**config.mk**
```make
export PLATFORM = sky130hd
export DESIGN_NAME = arcm_front
export DESIGN_NICKNAME = d
export VERILOG_FILES = /design/src/hdl/arcm_pkg.sv /design/src/hdl/arcm_front.sv
export SDC_FILE = /design/constraint.sdc
export NUM_CORES = 1
export LEC_CHECK = 0
export ABC_AREA = 1
export BUFFER_PORTS_ARGS = -buffer_cell sky130_fd_sc_hd__clkbuf_2
export CORE_ASPECT_RATIO = 2
export CORE_MARGIN = 4
export CORE_UTILIZATION = 56
export DETAILED_ROUTE_END_ITERATION = 6
export PLACE_DENSITY = 0.86
export SYNTH_ARGS = -nofsm -noshare
export SYNTH_HDL_FRONTEND = slang
export SYNTH_SLANG_ARGS = --single-unit
```
**constraint.sdc**
```tcl
create_clock -name vclk -period 5.6
set_clock_uncertainty 0.15 [all_clocks]
set_input_delay 0 -clock vclk [all_inputs]
set_output_delay 0 -clock vclk [all_outputs]
set_load 0.02 [all_outputs]
```
**src/hdl/arcm_pkg.sv**
```systemverilog
package arcm_pkg;

   localparam int MAP_DEPTH_DEF = 256;
   localparam int QUEUE_DEPTH   = 4;

   // configuration register indexes
   localparam logic [2:0] REG_PIXEL_FORMAT = 3'd0;
   localparam logic [2:0] REG_GREY_MODE    = 3'd1;
   localparam logic [2:0] REG_MAP_SIZE     = 3'd2;
   localparam logic [2:0] REG_AUTO_RANGE   = 3'd3;
   localparam logic [2:0] REG_MANUAL_MIN   = 3'd4;
   localparam logic [2:0] REG_MANUAL_MAX   = 3'd5;

   localparam logic [1:0] FMT_MONO8   = 2'd0;
   localparam logic [1:0] FMT_MONO16B = 2'd1;
   localparam logic [1:0] FMT_MONO16W = 2'd2;
   localparam logic [1:0] FMT_RGB24   = 2'd3;

   typedef enum logic [2:0] {
      K_WRITE   = 3'd0,
      K_FIXED   = 3'd1,
      K_DIRECT  = 3'd2,
      K_FALSE   = 3'd3,
      K_GREYDIV = 3'd4
   } kind_type;

   typedef struct packed {
      logic [1:0]  pixel_format;
      logic        grey_mode;
      logic [8:0]  map_size;
      logic        auto_range;
      logic [15:0] manual_min;
      logic [15:0] manual_max;
   } cfg_type;

   typedef struct packed {
      kind_type    kind;
      logic [15:0] value;
      logic [31:0] word;
      logic        last;
   } work_type;

   function automatic logic [31:0] grey_word(input logic [7:0] g);
      grey_word = {8'hFF, g, g, g};
   endfunction

endpackage

```
**src/hdl/arcm_front.sv**
```systemverilog
module arcm_front
   import arcm_pkg::*;
(
   input  cfg_type     cfg,
   input  logic        cmd,
   input  logic [15:0] sample,
   input  logic [7:0]  red,
   input  logic [7:0]  green,
   input  logic [7:0]  blue,
   input  logic        last_pixel,
   input  logic [7:0]  map_index,
   input  logic [31:0] map_color,
   output work_type    work
);

   logic [26:0] luma_grey;
   logic [26:0] luma_false;

   // Q16 luma weights, plain and times 2.2
   assign luma_grey  = 27'(19588 * red) + 27'(38470 * green) + 27'(7471 * blue);
   assign luma_false = 27'(43095 * red) + 27'(84633 * green) + 27'(16436 * blue);

   always_comb begin
      work.kind  = K_FALSE;
      work.value = sample;
      work.word  = map_color;
      work.last  = last_pixel;
      if (cmd) begin
         work.kind  = K_WRITE;
         work.value = {8'd0, map_index};
      end else begin
         case (cfg.pixel_format)
            FMT_RGB24: begin
               work.kind = K_FIXED;
               if (cfg.grey_mode) begin
                  work.value = {5'd0, luma_grey[26:16]};
                  work.word  = grey_word(luma_grey[23:16]);
               end else begin
                  work.value = {5'd0, luma_false[26:16]};
                  work.word  = {8'hFF, red, green, blue};
               end
            end
            FMT_MONO16W: begin
               work.kind = cfg.grey_mode ? K_GREYDIV : K_FALSE;
            end
            FMT_MONO8: begin
               work.value = {8'd0, sample[7:0]};
               work.kind  = cfg.grey_mode ? K_DIRECT : K_FALSE;
            end
            default: begin
               if (cfg.grey_mode) begin
                  work.value = {8'd0, sample[15:8]};
                  work.kind  = K_DIRECT;
               end
            end
         endcase
      end
   end

endmodule

```
======== Word-level counts from Yosys, hierarchy flattened ========
Index checks and enable logic that the tools add are counted.
cells by class
  add/sub/neg operators ................... 4
  $mul .................................... 6
  equal/unequal tests ..................... 2
  mux-type cells .......................... 9
  reductions and logical operators ........ 1
operator list
  cell                     number
  $mux W32                 2
  $mul A13 B8 Y21 const A  3
  $pmux W16 S3             1
  $mux W43                 1
  $add A26 B23 Y27         1
  $add A24 B25 Y26         1
  $add A25 B21 Y26         1
  $add A23 B24 Y25         1
  $mul A17 B8 Y25 const A  1
  $mul A16 B8 Y24 const A  1
  $mul A15 B8 Y23 const A  1
  $mux W19                 1
  $mux W17                 1
  $pmux W3 S3              1
  $eq A2 B2 Y1 const B     2
  $mux W3                  1
  $logic_not A2 Y1         1
  $mux W1                  1
storage, ports and cells
  bits in registers ....................... 0
  input port bits ......................... 127
  output and inout port bits .............. 52
  logic and storage cells ................. 22

======== Logic depth before layout (Yosys ltp) ========
  depth in word-level cells ............... 6
  mapped depth ............................ 35
  gate-level depth less buffers ........... 35

======== Worst setup path before layout ========
OpenSTA, ideal clock, no wires.
  kind .................................... input-to-output
  start point ............................. input port red[2]
  end point ............................... output port work[13] (netlist bit)
  data arrival time ....................... 5.818 ns
  required time ........................... 5.450 ns
  setup slack ............................. -0.368 ns
  cell stages on the path ................. 29
  path buffers ............................ 0
  cell sequence ........................... ha_1 -> ha_1 -> inv_1 -> fa_1 -> inv_1 -> ha_1 -> a31o_2 -> xor2_1 -> inv_1 -> ha_1 -> fa_1 -> inv_1 -> fa_1 -> inv_1 -> fa_1 -> inv_1 -> fa_1 -> inv_1 -> ha_1 -> nand2_1 -> nand2_1 -> nand2_1 -> and2_1 -> nand2_1 -> a21oi_1 -> nor2_1 -> o21ai_2 -> nand3_2 -> a21oi_1
RTL lines
  element      line              source
  from (decl)  arcm_front.sv:7   input logic [7:0] red,
  to (decl)    arcm_front.sv:13  output work_type work

==> reports/results.txt <==
Crit Path Max Fanout: 5
Inserted Diodes: 0
Antenna Nets Post-Route: 0
GRT overflow: 0
Hold WC Path Type: in -> out
max cap viols: 0
Crit. End Element: primary output
Placement Cell Area: 15800 um^2
Placer Congestion: 1.08
sequential area share after synthesis: 0
max incr delay on CP: 0.51 ns
most common cell after layout, fill and taps aside: inv_1
Wirelength per Cell: 24.1 um
post-synth cell types: 45
crit path time final: 6.59 ns
Crit path buffers/inverters: 10
YS warnings: 0
DRT iter0 DRCs: 1083
Die Wd: 117 um
syn avg cell area: 7.51 um^2
# IOs: 179
endpoints failing setup: 35
routed vias: 14000
Slowest-stage cell, CP: fa_2
pin count of the biggest net entering global routing: 37
layout overhead on the synthesized area: 35.3%
WHS: 0.161 ns
status: complete, but fails checks
Worst slew margin: 0.229
actual slew at the worst max-slew pin: 1.15 ns
CP Data Required Time: 5.45 ns
Synthesized Nets: 2368
vias in the first global route: 14900
Register Area: 0 um^2
total track usage: 0.413
Buffers on Ports: 135
crit start category: input pin
Hold EP: work[30]
post-route cell area: 17900 um^2
failing checks: negative setup slack
Core Box Area: 23200 um^2
fin. max-slew vios: 0
final clock period utilization by the worst path: 1.18
gate count after technology mapping: 1758
Starting Density: 0.569
Worst path top cell family by delay: adder cells
most frequent cells in the layout: 445 x inv_1, 242 x nand2_1, 226 x ha_1
worst setup margin: -0.988 ns
Worst EP arrival: 6.44 ns
clkbuf count: 0
Post-Syn Area: 13200 um^2
final hold viol count: 0
post-DP HPWL: 42000 um
Fmax: 0.152 GHz
die area: 26300 um^2
Post-route DRC: 0
sequential cell count: 0
die height: 225 um
most used cell, CP: ha_4
drt pass-1 iters: 7
fraction of layout cells with a size suffix above 1: 0.312
final net count: 2685
global-route wire length before repair: 81000 um
Hold Crit Depth: 3
hold wc startpoint: map_color[29]
Worst Path Class, Setup: in -> out
row cnt: 79
initial antenna violation count: 0
RSZ-0062 raised after global routing: true
vias per cell: 5.96
Routed WL: 56700 um
[timing repair]
action / CTS / global route
hold buffers: 1 / 0
endpoints found under the setup margin: 35 / 35
gates resized for setup: 292 / 129
pin swaps: 121 / 99
setup buffers: 15 / 9
hold endpoints to repair: 1 / 0
[layout make-up]
class	instances	area, um^2
Timing Repair Buffer	329	2590
Tap cell	283	354
Fill cell	1493	5350
Multi-Input combinational cell	1257	13100
Inverter	487	1830
[Yosys cell counts, types with 5 or more instances]
master	number	area (um^2)
inv_1	481	1810
ha_1	291	3640
nand2_1	279	1050
fa_1	192	3840
a21oi_1	135	676
nor2_1	101	379
nand3_1	59	295
o21ai_0	33	165
nand4_1	24	150
xor2_1	24	210
xnor2_1	17	149
or2_2	12	75.1
nor3_1	11	55.1
o21bai_1	11	82.6
buf_2	10	50.1
nor2_2	10	62.6
nand2_2	7	43.8
a21o_1	6	45.0
inv_2	6	22.5
nand3b_1	6	45.0
nand3_2	5	50.1
[stage by stage]
stage	TNS, ns	cells	utilization	setup WS [ns]
6_report	-22.48	2356	0.770	-0.988
5_1_grt	-27.98	2356	0.770	-1.08
4_1_cts	-15.99	2347	0.746	-0.603
3_5_place_dp	-25.74	2334	0.679	-0.867
3_3_place_gp	-24.00	2334	0.679	-0.873
2_1_floorplan	0	1758	-	0.000176
[worst min-delay path: cells and delay by family]
| kind | cells | cell delay, ns |
|---|---|---|
| buffers and inverters | 2 | 0.22 |
| AND/OR/NAND/NOR | 1 | 0.09 |
[logic make-up after synthesis]
logic type	Yosys count	synth area share
buffers and inverters	501	0.144
and+or+nand+nor	524	0.173
adders and majority gates	483	0.567
xor gates and xnor gates	41	0.0272
AOI/OAI and AO/OA	209	0.0894
[how the worst max path moves through the flow]
stage | start | to | cells past startpoint
2_1_floorplan | red[2] | work[13] | 28
3_3_place_gp | red[3] | work[38] | 30
3_5_place_dp | blue[2] | work[38] | 32
4_1_cts | red[4] | work[6] | 30
5_1_grt | blue[7] | work[38] | 33
6_report | blue[7] | work[38] | 33
[per-layer routing]
layer,global-route usage,vias up,wire length [um]
li1,-,6100,-
met1,0.385,6619,16200
met2,0.707,825,27600
met3,0.0903,500,4430
met4,0.410,0,8460
met5,0,-,0
Power is not shown: default switching activity piles up to over one toggle a cycle in this logic, so the estimate is an artifact.
