### src/hdl/arcm_pkg.sv
package arcm_pkg;

   localparam int MAP_DEPTH_DEF = 256;
   localparam int QUEUE_DEPTH   = 4;

   // configuration register indexes
   localparam logic [2:0] REG_PIXEL_FORMAT = 3'd0;
   localparam logic [2:0] REG_GREY_MODE    = 3'd1;
   localparam logic [2:0] REG_MAP_SIZE     = 3'd2;
   localparam logic [2:0] REG_AUTO_RANGE   = 3'd3;
   localparam logic [2:0] REG_MANUAL_MIN   = 3'd4;
   localparam logic [2:0] REG_MANUAL_MAX   = 3'd5;

   localparam logic [1:0] FMT_MONO8   = 2'd0;
   localparam logic [1:0] FMT_MONO16B = 2'd1;
   localparam logic [1:0] FMT_MONO16W = 2'd2;
   localparam logic [1:0] FMT_RGB24   = 2'd3;

   typedef enum logic [2:0] {
      K_WRITE   = 3'd0,
      K_FIXED   = 3'd1,
      K_DIRECT  = 3'd2,
      K_FALSE   = 3'd3,
      K_GREYDIV = 3'd4
   } kind_type;

   typedef struct packed {
      logic [1:0]  pixel_format;
      logic        grey_mode;
      logic [8:0]  map_size;
      logic        auto_range;
      logic [15:0] manual_min;
      logic [15:0] manual_max;
   } cfg_type;

   typedef struct packed {
      kind_type    kind;
      logic [15:0] value;
      logic [31:0] word;
      logic        last;
   } work_type;

   function automatic logic [31:0] grey_word(input logic [7:0] g);
      grey_word = {8'hFF, g, g, g};
   endfunction

endpackage

### src/hdl/arcm_queue.sv
module arcm_queue
   import arcm_pkg::*;
(
   input  logic     clock,
   input  logic     reset,
   input  logic     push,
   input  work_type push_data,
   output logic     full,
   input  logic     pop,
   output work_type head,
   output logic     empty
);

   localparam int PW = $clog2(QUEUE_DEPTH);

   work_type          entry_ff [QUEUE_DEPTH];
   logic [PW-1:0]     wr_ptr_ff, wr_ptr_in;
   logic [PW-1:0]     rd_ptr_ff, rd_ptr_in;
   logic [PW:0]       count_ff, count_in;
   logic              do_push, do_pop;

   assign full    = (count_ff == (PW+1)'(QUEUE_DEPTH));
   assign empty   = (count_ff == '0);
   assign head    = entry_ff[rd_ptr_ff];
   assign do_push = push && !full;
   assign do_pop  = pop && !empty;

   always_comb begin
      wr_ptr_in = do_push ? wr_ptr_ff + 1'b1 : wr_ptr_ff;
      rd_ptr_in = do_pop ? rd_ptr_ff + 1'b1 : rd_ptr_ff;
      count_in  = count_ff + (PW+1)'(do_push) - (PW+1)'(do_pop);
   end

   always_ff @(posedge clock) begin
      if (reset) begin
         wr_ptr_ff <= '0;
         rd_ptr_ff <= '0;
         count_ff  <= '0;
      end else begin
         wr_ptr_ff <= wr_ptr_in;
         rd_ptr_ff <= rd_ptr_in;
         count_ff  <= count_in;
      end
   end

   always_ff @(posedge clock) begin
      if (do_push) begin
         entry_ff[wr_ptr_ff] <= push_data;
      end
   end

endmodule

### config.mk
export PLATFORM = sky130hd
export DESIGN_NAME = arcm_queue
export DESIGN_NICKNAME = d
export VERILOG_FILES = /design/src/hdl/arcm_pkg.sv /design/src/hdl/arcm_queue.sv
export SDC_FILE = /design/constraint.sdc
export NUM_CORES = 1
export LEC_CHECK = 0
export CORE_ASPECT_RATIO = 0.6
export CORE_MARGIN = 2
export CORE_UTILIZATION = 40
export CTS_CLUSTER_SIZE = 10
export DETAILED_ROUTE_END_ITERATION = 6
export DONT_BUFFER_PORTS = 1
export GPL_TIMING_DRIVEN = 0
export PLACE_DENSITY = 0.51
export SKIP_LAST_GASP = 1
export SLEW_MARGIN = 20
export SYNTH_ARGS = -nofsm -noshare
export SYNTH_HDL_FRONTEND = slang
export SYNTH_SLANG_ARGS = --single-unit
### constraint.sdc
create_clock -name clock -period 6.7 [get_ports clock]
set_clock_uncertainty 0.05 [all_clocks]
set_input_delay 0.335 -clock clock [delete_from_list [all_inputs] [get_ports clock]]
set_output_delay 0.335 -clock clock [all_outputs]
set_load 0.01 [all_outputs]
# Word-level counts from Yosys, hierarchy flattened
# Memory sizes are Yosys's and may differ from the RTL's. A register that Yosys moved wholly into a read port is not among the register bits.
# Index checks and enable logic that the tools add are counted.
[op_classes]
add_sub_neg = 4
n_eq_ne = 1
n_mux = 4
reduce_logical = 5
[ops]
columns = ["op", "count"]
rows = [
  ["$add A2 B1 Y2 const B", 2],
  ["$mux W2", 2],
  ["$add A3 B1 Y3", 1],
  ["$eq A3 B3 Y1 const B", 1],
  ["$logic_not A3 Y1", 1],
  ["$sub A3 B1 Y3", 1],
  ["$logic_and A1 B1 Y1", 2],
  ["$logic_not A1 Y1", 2],
  ["$mux W1", 2],
]
[totals]
reg_bits = 7
mem_bits_rw = 208
inputBits = 56
out_inout_bits = 54
memories = 1
[mem_list]
columns = ["memory", "depth", "width", "read_ports", "rd_ports_with_merged_regs", "wr", "line", "text"]
rows = [
  ["entry_ff", 4, 52, 1, 1, 1, "arcm_queue.sv:16", "work_type entry_ff [QUEUE_DEPTH];"],
]

# Logic depth before layout (Yosys ltp)
[depth]
word_depth = 5
mapped_depth = 10
mapped_depth_nobuf = 10

# Least setup slack after synthesis
# OpenSTA, ideal clock, no wires.
[synth_timing]
kind = "register to register"
from = "reg count_ff[2]"
to = "mem entry_ff[0][0] (netlist bit) (enable)"
t_arrival_ns = 1.977
required_ns = 6.235
path_slack_ns = 4.258
path_stages_with_launch = 4
n_path_buf = 0
synth_period_minus_slack_ns = 2.442
cell_sequence = "dfxtp_1 -> nor3b_2 -> nor2_2 -> and2_1"
[synth_via]
elab_chain_len = 5
[synth_rtl]
columns = ["item", "line", "text"]
rows = [
  ["from (decl)", "arcm_queue.sv:19", "logic [PW:0] count_ff, count_in;"],
  ["from (signal assigned)", "arcm_queue.sv:42", "count_ff <= count_in;"],
  ["$eq A3 B3 Y1", "arcm_queue.sv:22", "assign full = (count_ff == (PW+1)'(QUEUE_DEPTH));"],
  ["via full", "arcm_queue.sv:8", "output logic full,"],
  ["$logic_not A1 Y1", "arcm_queue.sv:25", "assign do_push = push && !full;"],
  ["$logic_and A1 B1 Y1", "arcm_queue.sv:25", ""],
  ["$mux W1", "arcm_queue.sv:47", "if (do_push) begin"],
  ["$mux W1 (implied by the code)", "arcm_queue.sv:48", "entry_ff[wr_ptr_ff] <= push_data;"],
  ["to (decl)", "arcm_queue.sv:16", ""],
]
# The timed path passes the listed nets, and every way through them passes these cells.

# Worst setup path after layout
[layout_timing]
from = "reg count_ff[2]"
to = "reg count_ff[2]"
[layout_via]
elab_chain_len = 5
word_cells_on_any_way = 8
classes_between = "2 x add/sub; 1 x eq/ne; 5 x reduce/logical"
[layout_rtl]
columns = ["item", "line", "text"]
rows = [
  ["$eq A3 B3 Y1", "arcm_queue.sv:22", ""],
  ["via full", "arcm_queue.sv:8", ""],
  ["$logic_not A1 Y1", "arcm_queue.sv:25", ""],
  ["$logic_and A1 B1 Y1", "arcm_queue.sv:25", ""],
  ["$add A3 B1 Y3", "arcm_queue.sv:31", "count_in = count_ff + (PW+1)'(do_push) - (PW+1)'(do_pop);"],
  ["$sub A3 B1 Y3", "arcm_queue.sv:31", ""],
]
# The timed path passes the listed nets, and every way through them passes these cells.
# A chain may end at the register's enable or synchronous reset.

==> results_dict.tcl <==
set metrics [dict create \
    via_per_inst 4.98 \
    fin_setup_tns_ps 0 \
    finalHoldViolCount 0 \
    period_minus_slack_ps 2340 \
    gp_congestion 0.678 \
    cap_violations 0 \
    dieArea_sq_um 21300 \
    drive_above_1_share_pct 24.0 \
    drc 0 \
    synthFlopType "edfxtp_1" \
    status "completed" \
    clockRootBuffer "clkbuf_16" \
    start_util_pct 40.5 \
    yosys-top-cells-count "edfxtp_1 (208), mux4_2 (50), dfxtp_1 (9)" \
    grtUsageTotal_pct 13.6 \
    syn_to_final_growth_pct 20.5 \
    syn_area_sq_um 8050 \
    p_leak_nw 3.07 \
    synthCells 323 \
    powerDensity_nw_per_um2 366 \
    clkTransAtPathRegs_ps 60 \
    synth_top_area_cell "edfxtp_1" \
    clkSinkCount 217 \
    fp.coreArea_sq_um 19900 \
    top_level_ports 110 \
    grt_antenna_before_repair 1 \
    synthDistinctLibCells 26 \
    numCtsBuffers 25 \
    design_area_sq_um 9700 \
    drtAntennaViolNets 0 \
    holdPathStages 3 \
    critPathLaunchType "flop" \
    cp_num_buf_inv 2 \
    setup_viol 0 \
    rows 40 \
    synth_seq_cells 217 \
    synth_warnings 0 \
    worst_pin_slew_ps 438 \
    fin_cells 690 \
    synth-edff-count 208 \
    tritoncts "done" \
    yosysMostFrequentCell "edfxtp_1" \
    grt_pass1_vias 3744 \
    syn-num-nets 386 \
    crit_fanout 6 \
    ir_worst_vdd_mv 0.164 \
    clk_path_buf_depth 3 \
    hp-class "in -> reg" \
    grt_pass1_wl_um 21900 \
    die_w_um 187 \
    slowest_stage "nor3b_2" \
    arrival_ps 2670 \
    max_freq_mhz 427 \
    max_stage_delay_ps 430 \
    dr.pass1.iters 4 \
    fin_nets 469 \
    path_cells "nor3b_2 -> nor2_2 -> inv_1 -> ha_1 -> inv_1 -> ha_1 -> fa_1 -> xnor2_1 -> xnor2_1 -> nor2_1" \
    worst_ep_required_time_ps 7030 \
    cp_top_family "adder cells" \
    async_flop_share_pct 0 \
    grt_max_degree 39 \
    end_kind "flop" \
    port_buffers 0 \
    grt.overflow.total 0 \
    setup.worst_path.class "reg -> reg" \
    cp_num_cells 10 \
    r2r_cells 10 \
    drv_slew 0 \
    hold_slack_ps 45.8 \
    fp.dieH_um 114 \
    syn_area_per_cell_sq_um 24.9 \
    synth_top_area_share_pct 77.6 \
    htreeDepth 1 \
    wl_um 14100 \
    vias 3437 \
    placed_area_sq_um 8500 \
    ys_seq_area_share_pct 79.8 \
    drt_iter0_markers 232 \
    clk_latency_ps 500 \
    dp_cells 600 \
    synthTopCellsByArea "edfxtp_1 (78%), mux4_2 (14%), dfxtp_1 (2.2%)" \
    slew_headroom_pct 70.7 \
    regToRegSetupSlack_ps 4360 \
    post-route-period-util_pct 34.9 \
    rsz0062_at_grt "false" \
    dp_hpwl_um 8550 \
    wl_per_cell_um 20.4 \
]
repair_timing:
item | 4_1_cts | 5_1_grt
endpoints found under the hold margin | 208 | 0
resized for setup | 0 | 0
buffers inserted | 0 | 0
hold buffers | 52 | 0
worst reg2reg max path: stages, from the launching register on:
cell and delay, ps:
dfxtp_1 410, nor3b_2 430, nor2_2 150, inv_1 90, ha_1 120, inv_1 40
ha_1 180, fa_1 380, xnor2_1 180, xnor2_1 130, nor2_1 50
cells in the final DEF, fill, tap and decap left out:
cell type      Yosys  final
edfxtp_1         208    208
dlygate4sd3_1      0     52
mux4_2            50     50
clkbuf_16          0     25
clkbuf_1           2     12
dfxtp_1            9      9
inv_1              8      8
buf_12             5      7
ha_1               6      6
buf_2              5      5
and2_4             0      4
nor2_1             3      3
mux4_1             2      2
nor2b_1            2      2
o21ai_0            2      2
or3_1              2      2
a21oi_1            2      2
nand2b_1           2      2
xnor2_1            2      2
buf_16             0      2
diode_2            0      1
o31ai_2            1      1
buf_6              1      1
nor3_2             1      1
nor3b_2            1      1
nor2_2             1      1
xor2_1             1      1
nand2_1            1      1
mux2i_1            1      1
fa_1               1      1
inv_6              0      1
clkinv_2           0      1
per-layer routing:
metal  up-vias  GRT usage [%]  wire [um]
li1       1520              -          -
met1      1789           18.5       6240
met2       107           21.5       6590
met3        21           4.62        984
met4         0           3.54        255
met5         -              0          0
registers in the layout, summed over array words and instances, names as in the netlist, named ones only:
signal	flops
count_ff	3
wr_ptr_ff	2
rd_ptr_ff	2
entry_ff	208
cell type report:
type                            instances  area (sq um)
Inverter                                8          30.0
Buffer                                 13           144
Multi-Input combinational cell         85          1460
Fill cell                            1644         10200
Timing Repair Buffer                   56           616
Clock buffer                           35           663
Tap cell                              273           342
Clock inverter                          2          13.8
Antenna cell                            1          2.50
Sequential cell                       217          6430
final timing paths:
check,startpoint,endpoint
max,count_ff[2]$_SDFF_PP0_,count_ff[2]$_SDFF_PP0_
min,pop,flop
max reg2reg,count_ff[2]$_SDFF_PP0_,count_ff[2]$_SDFF_PP0_
min reg2reg,rd_ptr_ff[1]$_SDFFE_PP0P_,flop
per-stage QoR:
| step | utilization (%) | worst slack, ps | total power [mW] |
|---|---|---|---|
| CTS | 48.8 | 4330 | 3.62 |
| global route | 48.8 | 4150 | 3.72 |
| detailed placement | 42.8 | 4350 | 2.42 |
| global placement | 42.2 | 3100 | 2.41 |
| finish | 48.8 | 4360 | 3.55 |
| floorplan | - | 4260 | 2.26 |
kinds of logic (layout without fill, tap and decap cells):
logic type | count (synthesis) | count (layout) | synth area share, %
flops | 217 | 217 | 79.8
other cells | 0 | 1 | 0
xor+xnor | 3 | 3 | 0.327
fa+ha+maj | 7 | 7 | 1.18
simple gates | 17 | 17 | 1.32
mux | 53 | 53 | 14.8
buf+inv | 21 | 114 | 2.16
compound gates | 5 | 5 | 0.404
power breakdown:
part | switching (mW) | total [mW] | internal [mW] | leakage (nW)
registers | 0.0348 | 1.67 | 1.63 | 1.98
logic | 0.390 | 0.738 | 0.349 | 0.766
clock network | 0.469 | 1.15 | 0.678 | 0.328
total | 0.893 | 3.55 | 2.66 | 3.07
Note: power is estimated with default switching activity, not from simulation.
